`src/hdl/jtd_pkg.sv`:
```
// Shared types, constants and tables for the joint transform and derivative unit.
package jtd_pkg;

  // Default number of CORDIC rotation stages
  localparam int CORDIC_STAGES_DEF = 16;
  localparam int CORDIC_STAGES_MAX = 24;

  // Angles in Q.30, kept in 35-bit words
  localparam logic [34:0] TWO_PI_Q30  = 35'h1921FB544;
  localparam logic [34:0] PI_Q30      = 35'h0C90FDAA2;
  localparam logic [34:0] HALF_PI_Q30 = 35'h06487ED51;

  // 2^24 / two pi rounded down a little, so the quotient estimate is q or q-1
  localparam logic [21:0] RECIP_TWO_PI = 22'd2670170;

  // CORDIC start vector x = 1/gain in Q.30
  localparam logic signed [33:0] CORDIC_X0 = 34'sh026DD3B6A;

  localparam logic signed [18:0] ONE_Q14 = 19'sd16384;

  // Configuration register indexes
  typedef enum logic [2:0] {
    REG_JOINT_TYPE   = 3'd0,
    REG_JOINT_LIMITS = 3'd1,
    REG_JOINT_AXIS   = 3'd2,
    REG_ORIGIN_X     = 3'd3,
    REG_ORIGIN_Y     = 3'd4,
    REG_ORIGIN_Z     = 3'd5
  } jtd_reg_t;

  // Joint kinds
  typedef enum logic [1:0] {
    JT_FIXED      = 2'd0,
    JT_REVOLUTE   = 2'd1,
    JT_PRISMATIC  = 2'd2,
    JT_CONTINUOUS = 2'd3
  } jtd_joint_t;

  // Input beat
  typedef struct packed {
    logic               cmd;
    logic signed [15:0] jval;
  } jtd_in_t;

  // Result beat
  typedef struct packed {
    logic signed [15:0] m00;
    logic signed [15:0] m01;
    logic signed [15:0] m02;
    logic signed [15:0] m10;
    logic signed [15:0] m11;
    logic signed [15:0] m12;
    logic signed [15:0] m20;
    logic signed [15:0] m21;
    logic signed [15:0] m22;
    logic signed [15:0] tx;
    logic signed [15:0] ty;
    logic signed [15:0] tz;
  } jtd_out_t;

  // Configuration register file contents
  typedef struct packed {
    logic [1:0]  jtype;
    logic [31:0] limits;
    logic [47:0] axis;
    logic [63:0] row_x;
    logic [63:0] row_y;
    logic [63:0] row_z;
  } jtd_cfg_t;

  // Per-item sideband carried down the pipe
  typedef struct packed {
    logic               cmd;
    logic signed [15:0] val;
  } jtd_side_t;

  // Reduced angle handed to the CORDIC
  typedef struct packed {
    logic signed [34:0] ang;
    logic               flip;
    jtd_side_t          side;
  } jtd_ang_t;

  // CORDIC result handed to the matrix stages
  typedef struct packed {
    logic signed [33:0] x;
    logic signed [33:0] y;
    logic               flip;
    jtd_side_t          side;
  } jtd_sc_t;

  // arctan(2^-i) in Q.30
  function automatic logic [34:0] cordic_atan(input int idx);
    logic [34:0] v;
    unique case (idx)
      0:  v = 35'h03243F6A8;
      1:  v = 35'h01DAC6705;
      2:  v = 35'h00FADBAFC;
      3:  v = 35'h007F56EA6;
      4:  v = 35'h003FEAB76;
      5:  v = 35'h001FFD55B;
      6:  v = 35'h000FFFAAA;
      7:  v = 35'h0007FFF55;
      8:  v = 35'h0003FFFEA;
      9:  v = 35'h0001FFFFD;
      10: v = 35'h0000FFFFF;
      11: v = 35'h00007FFFF;
      12: v = 35'h00003FFFF;
      13: v = 35'h00001FFFF;
      14: v = 35'h00000FFFF;
      15: v = 35'h000007FFF;
      16: v = 35'h000003FFF;
      17: v = 35'h000001FFF;
      18: v = 35'h000000FFF;
      19: v = 35'h0000007FF;
      20: v = 35'h0000003FF;
      21: v = 35'h0000001FF;
      22: v = 35'h0000000FF;
      23: v = 35'h00000007F;
      default: v = '0;
    endcase
    return v;
  endfunction

endpackage

```
`src/hdl/jtd_cordic.sv`:
```
// Pipelined rotation-mode CORDIC, one register stage per iteration.
module jtd_cordic import jtd_pkg::*; #(
  parameter int STAGES = CORDIC_STAGES_DEF
) (
  input  logic     clk,
  input  logic     rst_n,
  input  logic     in_valid,
  output logic     in_ready,
  input  jtd_ang_t in_data,
  output logic     out_valid,
  input  logic     out_ready,
  output jtd_sc_t  out_data
);

  logic [STAGES-1:0] vld_r;
  logic [STAGES:0]   en;

  logic signed [33:0] x_r [STAGES];
  logic signed [33:0] y_r [STAGES];
  logic signed [34:0] z_r [STAGES];
  logic               flip_r [STAGES];
  jtd_side_t          side_r [STAGES];

  // Stage handshake chain
  always_comb begin
    en[STAGES] = out_ready;
    for (int k = STAGES - 1; k >= 0; k--) begin
      en[k] = !vld_r[k] || en[k+1];
    end
  end

  assign in_ready  = en[0];
  assign out_valid = vld_r[STAGES-1];

  always_ff @(posedge clk) begin
    if (!rst_n) begin
      vld_r <= '0;
    end else begin
      if (en[0]) vld_r[0] <= in_valid;
      for (int k = 1; k < STAGES; k++) begin
        if (en[k]) vld_r[k] <= vld_r[k-1];
      end
    end
  end

  // One micro-rotation per stage
  for (genvar g = 0; g < STAGES; g++) begin : g_stage
    logic signed [33:0] xi, yi;
    logic signed [34:0] zi;
    logic               fi;
    jtd_side_t          si;

    if (g == 0) begin : g_first
      assign xi = CORDIC_X0;
      assign yi = '0;
      assign zi = in_data.ang;
      assign fi = in_data.flip;
      assign si = in_data.side;
    end else begin : g_next
      assign xi = x_r[g-1];
      assign yi = y_r[g-1];
      assign zi = z_r[g-1];
      assign fi = flip_r[g-1];
      assign si = side_r[g-1];
    end

    always_ff @(posedge clk) begin
      if (en[g]) begin
        flip_r[g] <= fi;
        side_r[g] <= si;
        if (zi >= 0) begin
          x_r[g] <= xi - (yi >>> g);
          y_r[g] <= yi + (xi >>> g);
          z_r[g] <= zi - $signed(cordic_atan(g));
        end else begin
          x_r[g] <= xi + (yi >>> g);
          y_r[g] <= yi - (xi >>> g);
          z_r[g] <= zi + $signed(cordic_atan(g));
        end
      end
    end
  end

  assign out_data.x    = x_r[STAGES-1];
  assign out_data.y    = y_r[STAGES-1];
  assign out_data.flip = flip_r[STAGES-1];
  assign out_data.side = side_r[STAGES-1];

endmodule

```
`config.mk`:
```
export PLATFORM = sky130hd
export DESIGN_NAME = jtd_cordic
export DESIGN_NICKNAME = d
export VERILOG_FILES = /design/src/hdl/jtd_pkg.sv /design/src/hdl/jtd_cordic.sv
export SDC_FILE = /design/constraint.sdc
export NUM_CORES = 2
export LEC_CHECK = 0
export BUFFER_PORTS_ARGS = -buffer_cell sky130_fd_sc_hd__buf_2
export CORE_MARGIN = 2
export CORE_UTILIZATION = 60
export DETAILED_ROUTE_END_ITERATION = 10
export MAX_ROUTING_LAYER = met4
export PLACE_DENSITY_LB_ADDON = 0.08
export SLEW_MARGIN = 40
export SYNTH_ARGS = -nofsm -noshare
export SYNTH_HDL_FRONTEND = slang
export SYNTH_SLANG_ARGS = --single-unit
```
`constraint.sdc`:
```
create_clock -name clk -period 34.9 [get_ports clk]
set_input_delay 1.745 -clock clk [delete_from_list [all_inputs] [get_ports clk]]
set_output_delay 1.745 -clock clk [all_outputs]
set_load 0.05 [all_outputs]
```
==> run metrics <==
Initial Util=between 60% and 70%; Final Cycle Share=between 20 and 30%; commonest non-fill, non-tap cell in the layout=edfxtp_1; Syn Std Cell Area=around 0.13 mm²; drc violations=0; routed vias=~100k; vias in the first global route=around 100k; Arr. time, crit path=10090 ps; htree depth=4; Slew Viols, Final=0; Max Cap Viol=0; Worst Hold Class=reg2reg; Worst Setup SP=out_ready; Layout Cells excl Fill=approximately 17000; TritonCTS clock tree=built; Peak Freq=~110 MHz; Total Die Area=0.228 mm²; Layout area overhead=8.46%; CP top delay family=compound AO/OA/AOI/OAI gates; Cells after DPL=~16000; Clock Tree Root=clkbuf_16; Port Buffer Count=144; setup TNS=0 ps; RSZ-0062 raised after global routing=no; most used cell, CP=nor2_1; CP max FO=70; max incr delay on CP=680 ps; ratio of cells with drive above 1 in the final layout=5.28%; Final setup viols=0; final wirelength=356000 µm; syn_nets=between 10000 and 15000; Skew-Pair Late Insertion Delay=about 900 ps; clk buf depth=3; clock skew=91.9 ps; clock-pin slew of the registers on the worst-case setup and hold paths=70 ps; Buffers & Inverters on Critical Path=7; clock buffer count from CTS=197; fill count=17500; Critical Path RT=roughly 35000 ps; final hold violations=0; Critical Path Slowest Stage Cell=nor2_1; sequential element share of the synthesized area=39.8%; EDFF count, synth=about 1800; Hold Buf Count CTS=0; Die W=approximately 480 µm; largest net degree at the start of global routing=between 80 and 90; clk sinks=about 1800; post-DR vias/cell=6.25; most frequent cells in the layout=1774 x edfxtp_1, 1441 x ha_1, 1307 x a21oi_1; DRT antenna net count=0; Final nets=~15000; Crit Reg-Reg Startpoint=vld_r[15]$_SDFFE_PN0P_; GPL Wtd Cong=between 0.9 and 1; HPWL after DPL=280000 µm; Cell variety after synth=99; final core utilization=around 66%; Die Y=about 480 µm; WS Path Type=in2reg; top_reg_cell synth=edfxtp_1; initial DRC count=9083; IO Count=approximately 150; num rows=about 170; GRT Overall Usage=a little under a third; core footprint=~0.22 mm²; Least-Margin Pin Slew=roughly 870 ps; antenna violations before repair=1; synthesized flop and latch total=~1800; Post-synth ARST share=0%; WL/cell=around 21 µm; status=completed; Remaining Overflow, GRT=0; Tmin final=9510 ps; worst hold start=side_r[0][50]$_DFFE_PP_; # resized after CTS=0; slew margin rel.=roughly two fifths; Startpoint Class=input pin; Synth Instances=about 13000; global-route wire length before repair=about 550000 µm; Mean Syn Cell Area=between 10 and 15 µm²; Worst Setup End Kind=flop; DR pass1 iterations=6; setup bufs post-CTS=0; Syn. warnings=0
==> worst register-to-register path: cells and delay by family, from the launching register on <==
kind	cells	cell delay, ps
compound gates	10	3160
buf+inv	6	1490
flops	1	410
xor+xnor	2	260
simple gates	7	3030
fa+ha+maj	1	290
==> state kept, by name (all words and copies together), names as in the netlist <==
name and cells:
side_r 272, z_r 491, y_r 511, vld_r 16, flip_r 16, x_r 484
==> metrics by stage <==
stage | setup WS [ps] | hold WS (ps) | instance area, µm²
2_1_floorplan | 18050 | 400 | 135000
3_3_place_gp | 24570 | 401 | 139000
3_5_place_dp | 24410 | 405 | 139000
4_1_cts | 25290 | 354 | 146000
5_1_grt | 24650 | 357 | 146000
6_report | 25390 | 361 | 146000
==> final timing paths <==
check | cells after the start | slack [ps] | end
min | 0 | 360 | side_r[0][67]$_DFFE_PP_
max | 27 | 25390 | y_r[1][32]$_DFFE_PP_
min reg2reg | 0 | 360 | side_r[0][67]$_DFFE_PP_
max reg2reg | 26 | 25980 | y_r[1][32]$_DFFE_PP_
==> synth_stat cells, drive strengths merged, types with 33 or more instances <==
master	instances	area share, %
a21boi	50	0.28
nor4	78	0.37
o41ai	57	0.37
nand4	86	0.40
o211ai	60	0.33
clkbuf	139	0.39
o31ai	155	0.87
mux2i	64	0.48
nor3	282	1.0
ha	1441	13
or4	45	0.25
or2	62	0.29
a211oi	127	0.71
o31a	34	0.22
nand2	732	2.0
fa	45	0.67
o21ai	739	2.7
or3	92	0.43
xnor2	1252	8.1
and2	55	0.26
nor2b	183	0.85
o21bai	191	1.1
a31oi	110	0.52
nand2b	210	0.97
a21o	673	3.7
and3	123	0.57
a21oi	1310	4.9
edfxtp	1774	40
a211o	43	0.28
buf	33	0.10
xor2	628	4.1
mux2	35	0.29
o21a	231	1.3
inv	532	1.5
nor2	963	2.7
nand3	233	0.87
==> layout make-up <==
| type | instances | area, µm² | share of cell area, % |
|---|---|---|---|
| Sequential cell | 1790 | 53600 | 36.7 |
| Multi-Input combinational cell | 10800 | 78600 | 53.8 |
| Tap cell | 2975 | 3720 | 2.55 |
| Inverter | 537 | 2050 | 1.40 |
| Clock inverter | 136 | 1780 | 1.21 |
| Antenna cell | 3 | 7.51 | 0.00514 |
| Timing Repair Buffer | 214 | 1290 | 0.885 |
| Clock buffer | 233 | 5090 | 3.49 |
==> cell families (layout without fill, tap and decap cells) <==
group / count (synthesis) / in the layout / synth area share (%)
xor gates and xnor gates: 1880 / 1880 / 12.2
other: 0 / 3 / 0
DFF: 1790 / 1790 / 39.8
and+or+nand+nor: 3274 / 3274 / 11.8
AOI/OAI and AO/OA: 4087 / 4087 / 19.4
adders and majority gates: 1486 / 1486 / 14.0
buffers and inverters: 709 / 1120 / 1.99
muxes: 99 / 99 / 0.768
==> routing by layer <==
layer	up-vias	track usage (%)	part of all wire, %
met5	-	-	0
met4	0	9.12	3.1
met3	593	3.34	6.0
met2	3421	50.1	47
met1	50100	41.9	44
li1	50400	-	-
Power is not shown: default switching activity piles up to over one toggle a cycle in this logic, so the estimate is an artifact.
