**config.mk**
```make
export PLATFORM = sky130hd
export DESIGN_NAME = jtd_angle
export DESIGN_NICKNAME = d
export VERILOG_FILES = /design/src/hdl/jtd_pkg.sv /design/src/hdl/jtd_angle.sv
export SDC_FILE = /design/constraint.sdc
export NUM_CORES = 1
export LEC_CHECK = 0
export BUFFER_PORTS_ARGS = -buffer_cell sky130_fd_sc_hd__buf_4
export CORE_ASPECT_RATIO = 1.25
export CORE_MARGIN = 1.5
export CORE_UTILIZATION = 60
export DETAILED_ROUTE_END_ITERATION = 8
export GPL_TIMING_DRIVEN = 0
export PLACE_DENSITY_LB_ADDON = 0.1
export SLEW_MARGIN = 10
export SYNTH_ARGS = -nofsm -noshare
export SYNTH_HDL_FRONTEND = slang
export SYNTH_SLANG_ARGS = --single-unit
```
**constraint.sdc**
```tcl
create_clock -name clk -period 16.8 [get_ports clk]
set_clock_uncertainty 0.2 [all_clocks]
set_input_delay 2.52 -clock clk [delete_from_list [all_inputs] [get_ports clk]]
set_output_delay 2.52 -clock clk [all_outputs]
set_load 0.005 [all_outputs]
```
**src/hdl/jtd_pkg.sv**
```systemverilog
// Shared types, constants and tables for the joint transform and derivative unit.
package jtd_pkg;

  // Default number of CORDIC rotation stages
  localparam int CORDIC_STAGES_DEF = 16;
  localparam int CORDIC_STAGES_MAX = 24;

  // Angles in Q.30, kept in 35-bit words
  localparam logic [34:0] TWO_PI_Q30  = 35'h1921FB544;
  localparam logic [34:0] PI_Q30      = 35'h0C90FDAA2;
  localparam logic [34:0] HALF_PI_Q30 = 35'h06487ED51;

  // 2^24 / two pi rounded down a little, so the quotient estimate is q or q-1
  localparam logic [21:0] RECIP_TWO_PI = 22'd2670170;

  // CORDIC start vector x = 1/gain in Q.30
  localparam logic signed [33:0] CORDIC_X0 = 34'sh026DD3B6A;

  localparam logic signed [18:0] ONE_Q14 = 19'sd16384;

  // Configuration register indexes
  typedef enum logic [2:0] {
    REG_JOINT_TYPE   = 3'd0,
    REG_JOINT_LIMITS = 3'd1,
    REG_JOINT_AXIS   = 3'd2,
    REG_ORIGIN_X     = 3'd3,
    REG_ORIGIN_Y     = 3'd4,
    REG_ORIGIN_Z     = 3'd5
  } jtd_reg_t;

  // Joint kinds
  typedef enum logic [1:0] {
    JT_FIXED      = 2'd0,
    JT_REVOLUTE   = 2'd1,
    JT_PRISMATIC  = 2'd2,
    JT_CONTINUOUS = 2'd3
  } jtd_joint_t;

  // Input beat
  typedef struct packed {
    logic               cmd;
    logic signed [15:0] jval;
  } jtd_in_t;

  // Result beat
  typedef struct packed {
    logic signed [15:0] m00;
    logic signed [15:0] m01;
    logic signed [15:0] m02;
    logic signed [15:0] m10;
    logic signed [15:0] m11;
    logic signed [15:0] m12;
    logic signed [15:0] m20;
    logic signed [15:0] m21;
    logic signed [15:0] m22;
    logic signed [15:0] tx;
    logic signed [15:0] ty;
    logic signed [15:0] tz;
  } jtd_out_t;

  // Configuration register file contents
  typedef struct packed {
    logic [1:0]  jtype;
    logic [31:0] limits;
    logic [47:0] axis;
    logic [63:0] row_x;
    logic [63:0] row_y;
    logic [63:0] row_z;
  } jtd_cfg_t;

  // Per-item sideband carried down the pipe
  typedef struct packed {
    logic               cmd;
    logic signed [15:0] val;
  } jtd_side_t;

  // Reduced angle handed to the CORDIC
  typedef struct packed {
    logic signed [34:0] ang;
    logic               flip;
    jtd_side_t          side;
  } jtd_ang_t;

  // CORDIC result handed to the matrix stages
  typedef struct packed {
    logic signed [33:0] x;
    logic signed [33:0] y;
    logic               flip;
    jtd_side_t          side;
  } jtd_sc_t;

  // arctan(2^-i) in Q.30
  function automatic logic [34:0] cordic_atan(input int idx);
    logic [34:0] v;
    unique case (idx)
      0:  v = 35'h03243F6A8;
      1:  v = 35'h01DAC6705;
      2:  v = 35'h00FADBAFC;
      3:  v = 35'h007F56EA6;
      4:  v = 35'h003FEAB76;
      5:  v = 35'h001FFD55B;
      6:  v = 35'h000FFFAAA;
      7:  v = 35'h0007FFF55;
      8:  v = 35'h0003FFFEA;
      9:  v = 35'h0001FFFFD;
      10: v = 35'h0000FFFFF;
      11: v = 35'h00007FFFF;
      12: v = 35'h00003FFFF;
      13: v = 35'h00001FFFF;
      14: v = 35'h00000FFFF;
      15: v = 35'h000007FFF;
      16: v = 35'h000003FFF;
      17: v = 35'h000001FFF;
      18: v = 35'h000000FFF;
      19: v = 35'h0000007FF;
      20: v = 35'h0000003FF;
      21: v = 35'h0000001FF;
      22: v = 35'h0000000FF;
      23: v = 35'h00000007F;
      default: v = '0;
    endcase
    return v;
  endfunction

endpackage

```
**src/hdl/jtd_angle.sv**
```systemverilog
// Joint value clamp and angle reduction into [-pi/2, pi/2], five pipeline stages.
module jtd_angle import jtd_pkg::*; (
  input  logic     clk,
  input  logic     rst_n,
  input  jtd_cfg_t cfg,
  input  logic     in_valid,
  output logic     in_ready,
  input  jtd_in_t  in_data,
  output logic     out_valid,
  input  logic     out_ready,
  output jtd_ang_t out_data
);

  logic [5:1] vld_r;
  logic [5:1] en;

  jtd_side_t side1_r, side2_r, side3_r, side4_r, side5_r;
  jtd_side_t side1_nxt;
  logic [15:0] mag2_r, mag_nxt;
  logic        neg2_r, neg3_r, neg_nxt;
  logic [4:0]  qe2_r, qe_nxt;
  logic [37:0] qprod;
  logic [34:0] rem3_r, rem_nxt;
  logic [37:0] qd;
  logic [34:0] rem_fix;
  logic signed [34:0] r4_r, r4_nxt;
  logic signed [34:0] ang5_r, ang_nxt;
  logic        flip5_r, flip_nxt;

  // Stage handshake chain: a stage loads when empty or when its successor loads
  always_comb begin
    en[5] = !vld_r[5] || out_ready;
    for (int k = 4; k >= 1; k--) begin
      en[k] = !vld_r[k] || en[k+1];
    end
  end

  assign in_ready  = en[1];
  assign out_valid = vld_r[5];

  always_ff @(posedge clk) begin
    if (!rst_n) begin
      vld_r <= '0;
    end else begin
      if (en[1]) vld_r[1] <= in_valid;
      for (int k = 2; k <= 5; k++) begin
        if (en[k]) vld_r[k] <= vld_r[k-1];
      end
    end
  end

  // Stage 1: clamp revolute and prismatic values to limits, fixed joint forces zero
  always_comb begin
    side1_nxt.cmd = in_data.cmd;
    side1_nxt.val = in_data.jval;
    if (cfg.jtype == JT_REVOLUTE || cfg.jtype == JT_PRISMATIC) begin
      if (side1_nxt.val < $signed(cfg.limits[15:0])) side1_nxt.val = $signed(cfg.limits[15:0]);
      if (side1_nxt.val > $signed(cfg.limits[31:16])) side1_nxt.val = $signed(cfg.limits[31:16]);
    end else if (cfg.jtype == JT_FIXED) begin
      side1_nxt.val = '0;
    end
  end

  // Stage 2: magnitude and quotient estimate by reciprocal multiply
  always_comb begin
    neg_nxt = side1_r.val[15];
    mag_nxt = neg_nxt ? 16'(-side1_r.val) : 16'(side1_r.val);
    qprod   = 38'(mag_nxt) * 38'(RECIP_TWO_PI);
    qe_nxt  = qprod[36:32];
  end

  // Stage 3: partial remainder, below twice two pi
  always_comb begin
    qd      = 38'(qe2_r) * 38'(TWO_PI_Q30);
    rem_nxt = 35'({mag2_r, 22'd0} - qd);
  end

  // Stage 4: one correction step, restore the dividend sign
  always_comb begin
    rem_fix = (rem3_r >= TWO_PI_Q30) ? rem3_r - TWO_PI_Q30 : rem3_r;
    r4_nxt  = neg3_r ? -$signed(rem_fix) : $signed(rem_fix);
  end

  // Stage 5: wrap into [-pi, pi], then fold into [-pi/2, pi/2]
  always_comb begin
    ang_nxt  = r4_r;
    flip_nxt = 1'b0;
    if (ang_nxt > $signed(PI_Q30)) begin
      ang_nxt = ang_nxt - $signed(TWO_PI_Q30);
    end else if (ang_nxt < -$signed(PI_Q30)) begin
      ang_nxt = ang_nxt + $signed(TWO_PI_Q30);
    end
    if (ang_nxt > $signed(HALF_PI_Q30)) begin
      ang_nxt  = ang_nxt - $signed(PI_Q30);
      flip_nxt = 1'b1;
    end else if (ang_nxt < -$signed(HALF_PI_Q30)) begin
      ang_nxt  = ang_nxt + $signed(PI_Q30);
      flip_nxt = 1'b1;
    end
  end

  // Payload registers
  always_ff @(posedge clk) begin
    if (en[1]) side1_r <= side1_nxt;
    if (en[2]) begin
      side2_r <= side1_r;
      mag2_r  <= mag_nxt;
      neg2_r  <= neg_nxt;
      qe2_r   <= qe_nxt;
    end
    if (en[3]) begin
      side3_r <= side2_r;
      rem3_r  <= rem_nxt;
      neg3_r  <= neg2_r;
    end
    if (en[4]) begin
      side4_r <= side3_r;
      r4_r    <= r4_nxt;
    end
    if (en[5]) begin
      side5_r <= side4_r;
      ang5_r  <= ang_nxt;
      flip5_r <= flip_nxt;
    end
  end

  assign out_data.ang  = ang5_r;
  assign out_data.flip = flip5_r;
  assign out_data.side = side5_r;

  // Folded angle stays inside the CORDIC convergence range
  a_fold_range: assert property (@(posedge clk) disable iff (!rst_n)
    vld_r[5] |-> (ang5_r <= $signed(HALF_PI_Q30)) && (ang5_r >= -$signed(HALF_PI_Q30)))
    else $error("folded angle out of range");

  // Quotient estimate is off by at most one
  a_quot_est: assert property (@(posedge clk) disable iff (!rst_n)
    vld_r[3] |-> ({1'b0, rem3_r} < {TWO_PI_Q30, 1'b0}))
    else $error("quotient estimate off by more than one");

  // Input is held off only when every stage is full and the output stalls
  a_stall_full: assert property (@(posedge clk) disable iff (!rst_n)
    !in_ready |-> ((&vld_r) && !out_ready))
    else $error("input stalled with a free stage");

endmodule

```
==> impl_metrics.py <==
metrics = {
    "run_status": {
        "outcome": "completed",
    },
    "critical_path": {
        "r2r-end": "qe2_r[3]",
        "cp.required_ns": 16.86,
        "rr_startpoint": "side1_r[0]",
        "cp-end-kind": "register",
        "rr_worst_depth": 26,
        "crit_path_start_kind": "register",
        "cp.arrival_ns": 9.01,
        "path_class": "reg2reg",
        "cp_max_fo": 14,
        "reg2reg_setup_slack_ns": 7.85,
    },
    "worst_hold_path": {
        "min_delay_path_depth": 0,
        "hp-start": "side3_r[14]",
        "hp-class": "reg2reg",
        "min_to": "side4_r[14]",
    },
    "placement": {
        "gp_congestion": 0.929,
        "dpl.hpwl_um": 42100,
        "portBuffers": 108,
    },
    "logic_synthesis": {
        "synth_ff_type": "edfxtp_1",
        "synthArstFlopShare": 0,
        "yosysWarnings": 0,
        "syn_area_um2": 21300,
        "synth_seq_cells": 207,
        "synth-compound-area-share": 0.166,
        "synth_mux_area_frac": 0.0117,
        "yosys.area_share.simple": 0.124,
        "yosysSeqAreaShare": 0.289,
        "synthMostInstantiatedCell": "inv_1",
        "synth_cell_types": 119,
        "syn_area_per_cell_um2": 9.94,
        "synth_xor_area_frac": 0.0884,
        "yosysTopAreaCellShare": 0.284,
        "synth_top_family_by_area": "adder cells",
        "synth_top_area_cell": "edfxtp_1",
        "synth_fa_ha_area_frac": 0.257,
        "synth_cells": 2147,
        "synth_common_cells": "inv_1, ha_1, edfxtp_1",
        "synth_area_leaders": "edfxtp_1, ha_1, fa_1",
        "synth-edff-count": 202,
    },
    "clock_tree": {
        "path_clk_slew_ns": 0.06,
        "hold_buffers": 0,
        "cts_setup_buffers": 0,
        "numCtsBuffers": 22,
        "cts_root_buf": "clkbuf_16",
        "cts-htree-levels": 1,
        "ctsResizeCount": 0,
        "cts_buffer_depth": 3,
        "insertion_delay_ns": 0.52,
        "cts_tree": "done",
        "clock-sinks": 207,
    },
    "global_route": {
        "overflow": 0,
        "grt_usage": 0.288,
        "grt_pass1_wl_um": 83200,
        "grt_max_degree": 40,
        "grt_pass1_vias": 16700,
        "antenna_found_initial": 0,
    },
    "route": {
        "met1_length_um": 20900,
        "met2_length_um": 27400,
        "drc": 0,
        "wl_met3_um": 1880,
        "drt_iter0_drc": 1022,
        "first_pass_iters": 6,
        "via_per_inst": 5.98,
        "wire_per_inst_um": 18.6,
        "maxUsedRoutingLayer": "met4",
        "ant_nets": 0,
        "routed_wirelength_um": 51700,
        "routed-via-count": 16600,
    },
    "floorplan": {
        "die_w_um": 172,
        "floorplan.initialDensity": 0.607,
        "design.die.area_um2": 36700,
        "die_h_um": 214,
        "num_io_pins": 350,
        "core_um2": 35200,
        "rows": 77,
    },
    "timing": {
        "min_period_ns": 8.95,
        "fmax_ghz": 0.112,
        "rsz0062_at_grt": "no",
        "slew_headroom": 0.166,
        "post-route-period-util": 0.533,
        "drv_slew": 0,
        "setup-violations-final": 0,
        "worst_pin_slew_ns": 1.24,
        "finalSetupTns_ns": 0,
        "final_hold_viol_count": 0,
    },
    "run": {
        "maxCapViolCount": 0,
    },
    "cells_and_area": {
        "area_delta_synth_final_pct": 10.2,
        "final_nets": 2946,
        "drive_gt1_frac": 0.113,
        "diodes": 0,
    },
}
how the worst max path moves through the flow:
stage / from / end / slack (ns) / cells past startpoint
after floorplan: cfg[241] / side1_r[10] / 9.00 / 27
after global placement: side1_r[0] / qe2_r[3] / 7.96 / 26
after detailed placement: side1_r[0] / qe2_r[3] / 7.87 / 26
after CTS: side1_r[0] / qe2_r[3] / 7.83 / 26
after global routing: side1_r[0] / qe2_r[3] / 7.45 / 26
final: side1_r[0] / qe2_r[3] / 7.85 / 26
routing by layer:
layer,vias up,track usage
met3,106,0.0251
met5,-,0
met2,401,0.537
met4,0,0.100
li1,7980,-
met1,8112,0.344
cell families after synthesis:
kind of cell	Yosys count
AND/OR/NAND/NOR	503
AO/OA/AOI/OAI	500
adder cells (fa/ha/maj)	367
buffers and inverters	336
XOR/XNOR	208
flip-flops	207
multiplexers	25
other	1
cells in the final DEF (no fill, tap or decap), drive strengths merged, types with 19 or more instances in the layout:
master / Yosys / layout
a211oi: 22 / 22
a21o: 45 / 45
a21oi: 97 / 97
a32oi: 24 / 24
buf: 36 / 148
clkbuf: 31 / 57
edfxtp: 202 / 202
fa: 119 / 119
ha: 248 / 248
inv: 267 / 268
mux2i: 25 / 25
nand2: 133 / 133
nand2b: 19 / 19
nand3: 50 / 50
nand4: 21 / 21
nor2: 102 / 102
nor3: 39 / 39
o21a: 24 / 24
o21ai: 113 / 113
xnor2: 143 / 143
xor2: 65 / 65
worst max-delay path: stages (launching register included):
cell      delay [ns]
edfxtp_1        0.68
inv_1           0.28
ha_1            0.21
nand2_1         0.07
or3_1           0.36
or2_2           0.30
o41ai_1         0.31
xor2_1          0.57
inv_1           0.31
ha_1            0.37
fa_1            0.46
fa_1            0.57
fa_1            0.44
fa_1            0.56
inv_1           0.06
fa_1            0.53
inv_1           0.04
ha_1            0.29
nand3_1         0.11
o21ai_0         0.18
a21o_1          0.14
a211oi_1        0.06
o31a_1          0.13
o41ai_1         0.76
a221oi_1        0.28
a21boi_0        0.29
xor2_1          0.10
state kept, by name, indices dropped and copies added, names as in the netlist:
name / flops
qe2_r: 5
neg_nxt: 1
side3_r: 17
side2_r: 17
rem3_r: 33
r4_r: 33
mag2_r: 12
out_data: 17
ang5_r: 34
vld_r: 5
side4_r: 17
side1_r: 16
stage by stage:
stage                     utilization  std cells  cell area, um^2  worst slack, ns  hold WS (ns)
after CTS                       0.669       2774            23500             7.83         0.214
final                           0.669       2774            23500             7.85         0.212
after global placement          0.647       2730            22700             7.96         0.201
after global routing            0.669       2774            23500             7.45         0.220
after detailed placement        0.649       2734            22800             7.87         0.205
after floorplan                     -       2148            21300             9.00         0.200
cell type report:
| class | count | area (um^2) |
|---|---|---|
| plain buffers | 67 | 349 |
| clock buffers | 26 | 586 |
| clock inverters | 14 | 101 |
| fillers | 2866 | 11600 |
| inverters | 269 | 1010 |
| multi-input cells | 1605 | 13800 |
| flip-flops and latches | 207 | 6170 |
| well taps | 474 | 593 |
| repair buffers | 112 | 876 |
Power is left out: the tool's default activity adds up to more than one toggle a clock period on the data nets, which glitch-free logic cannot reach.
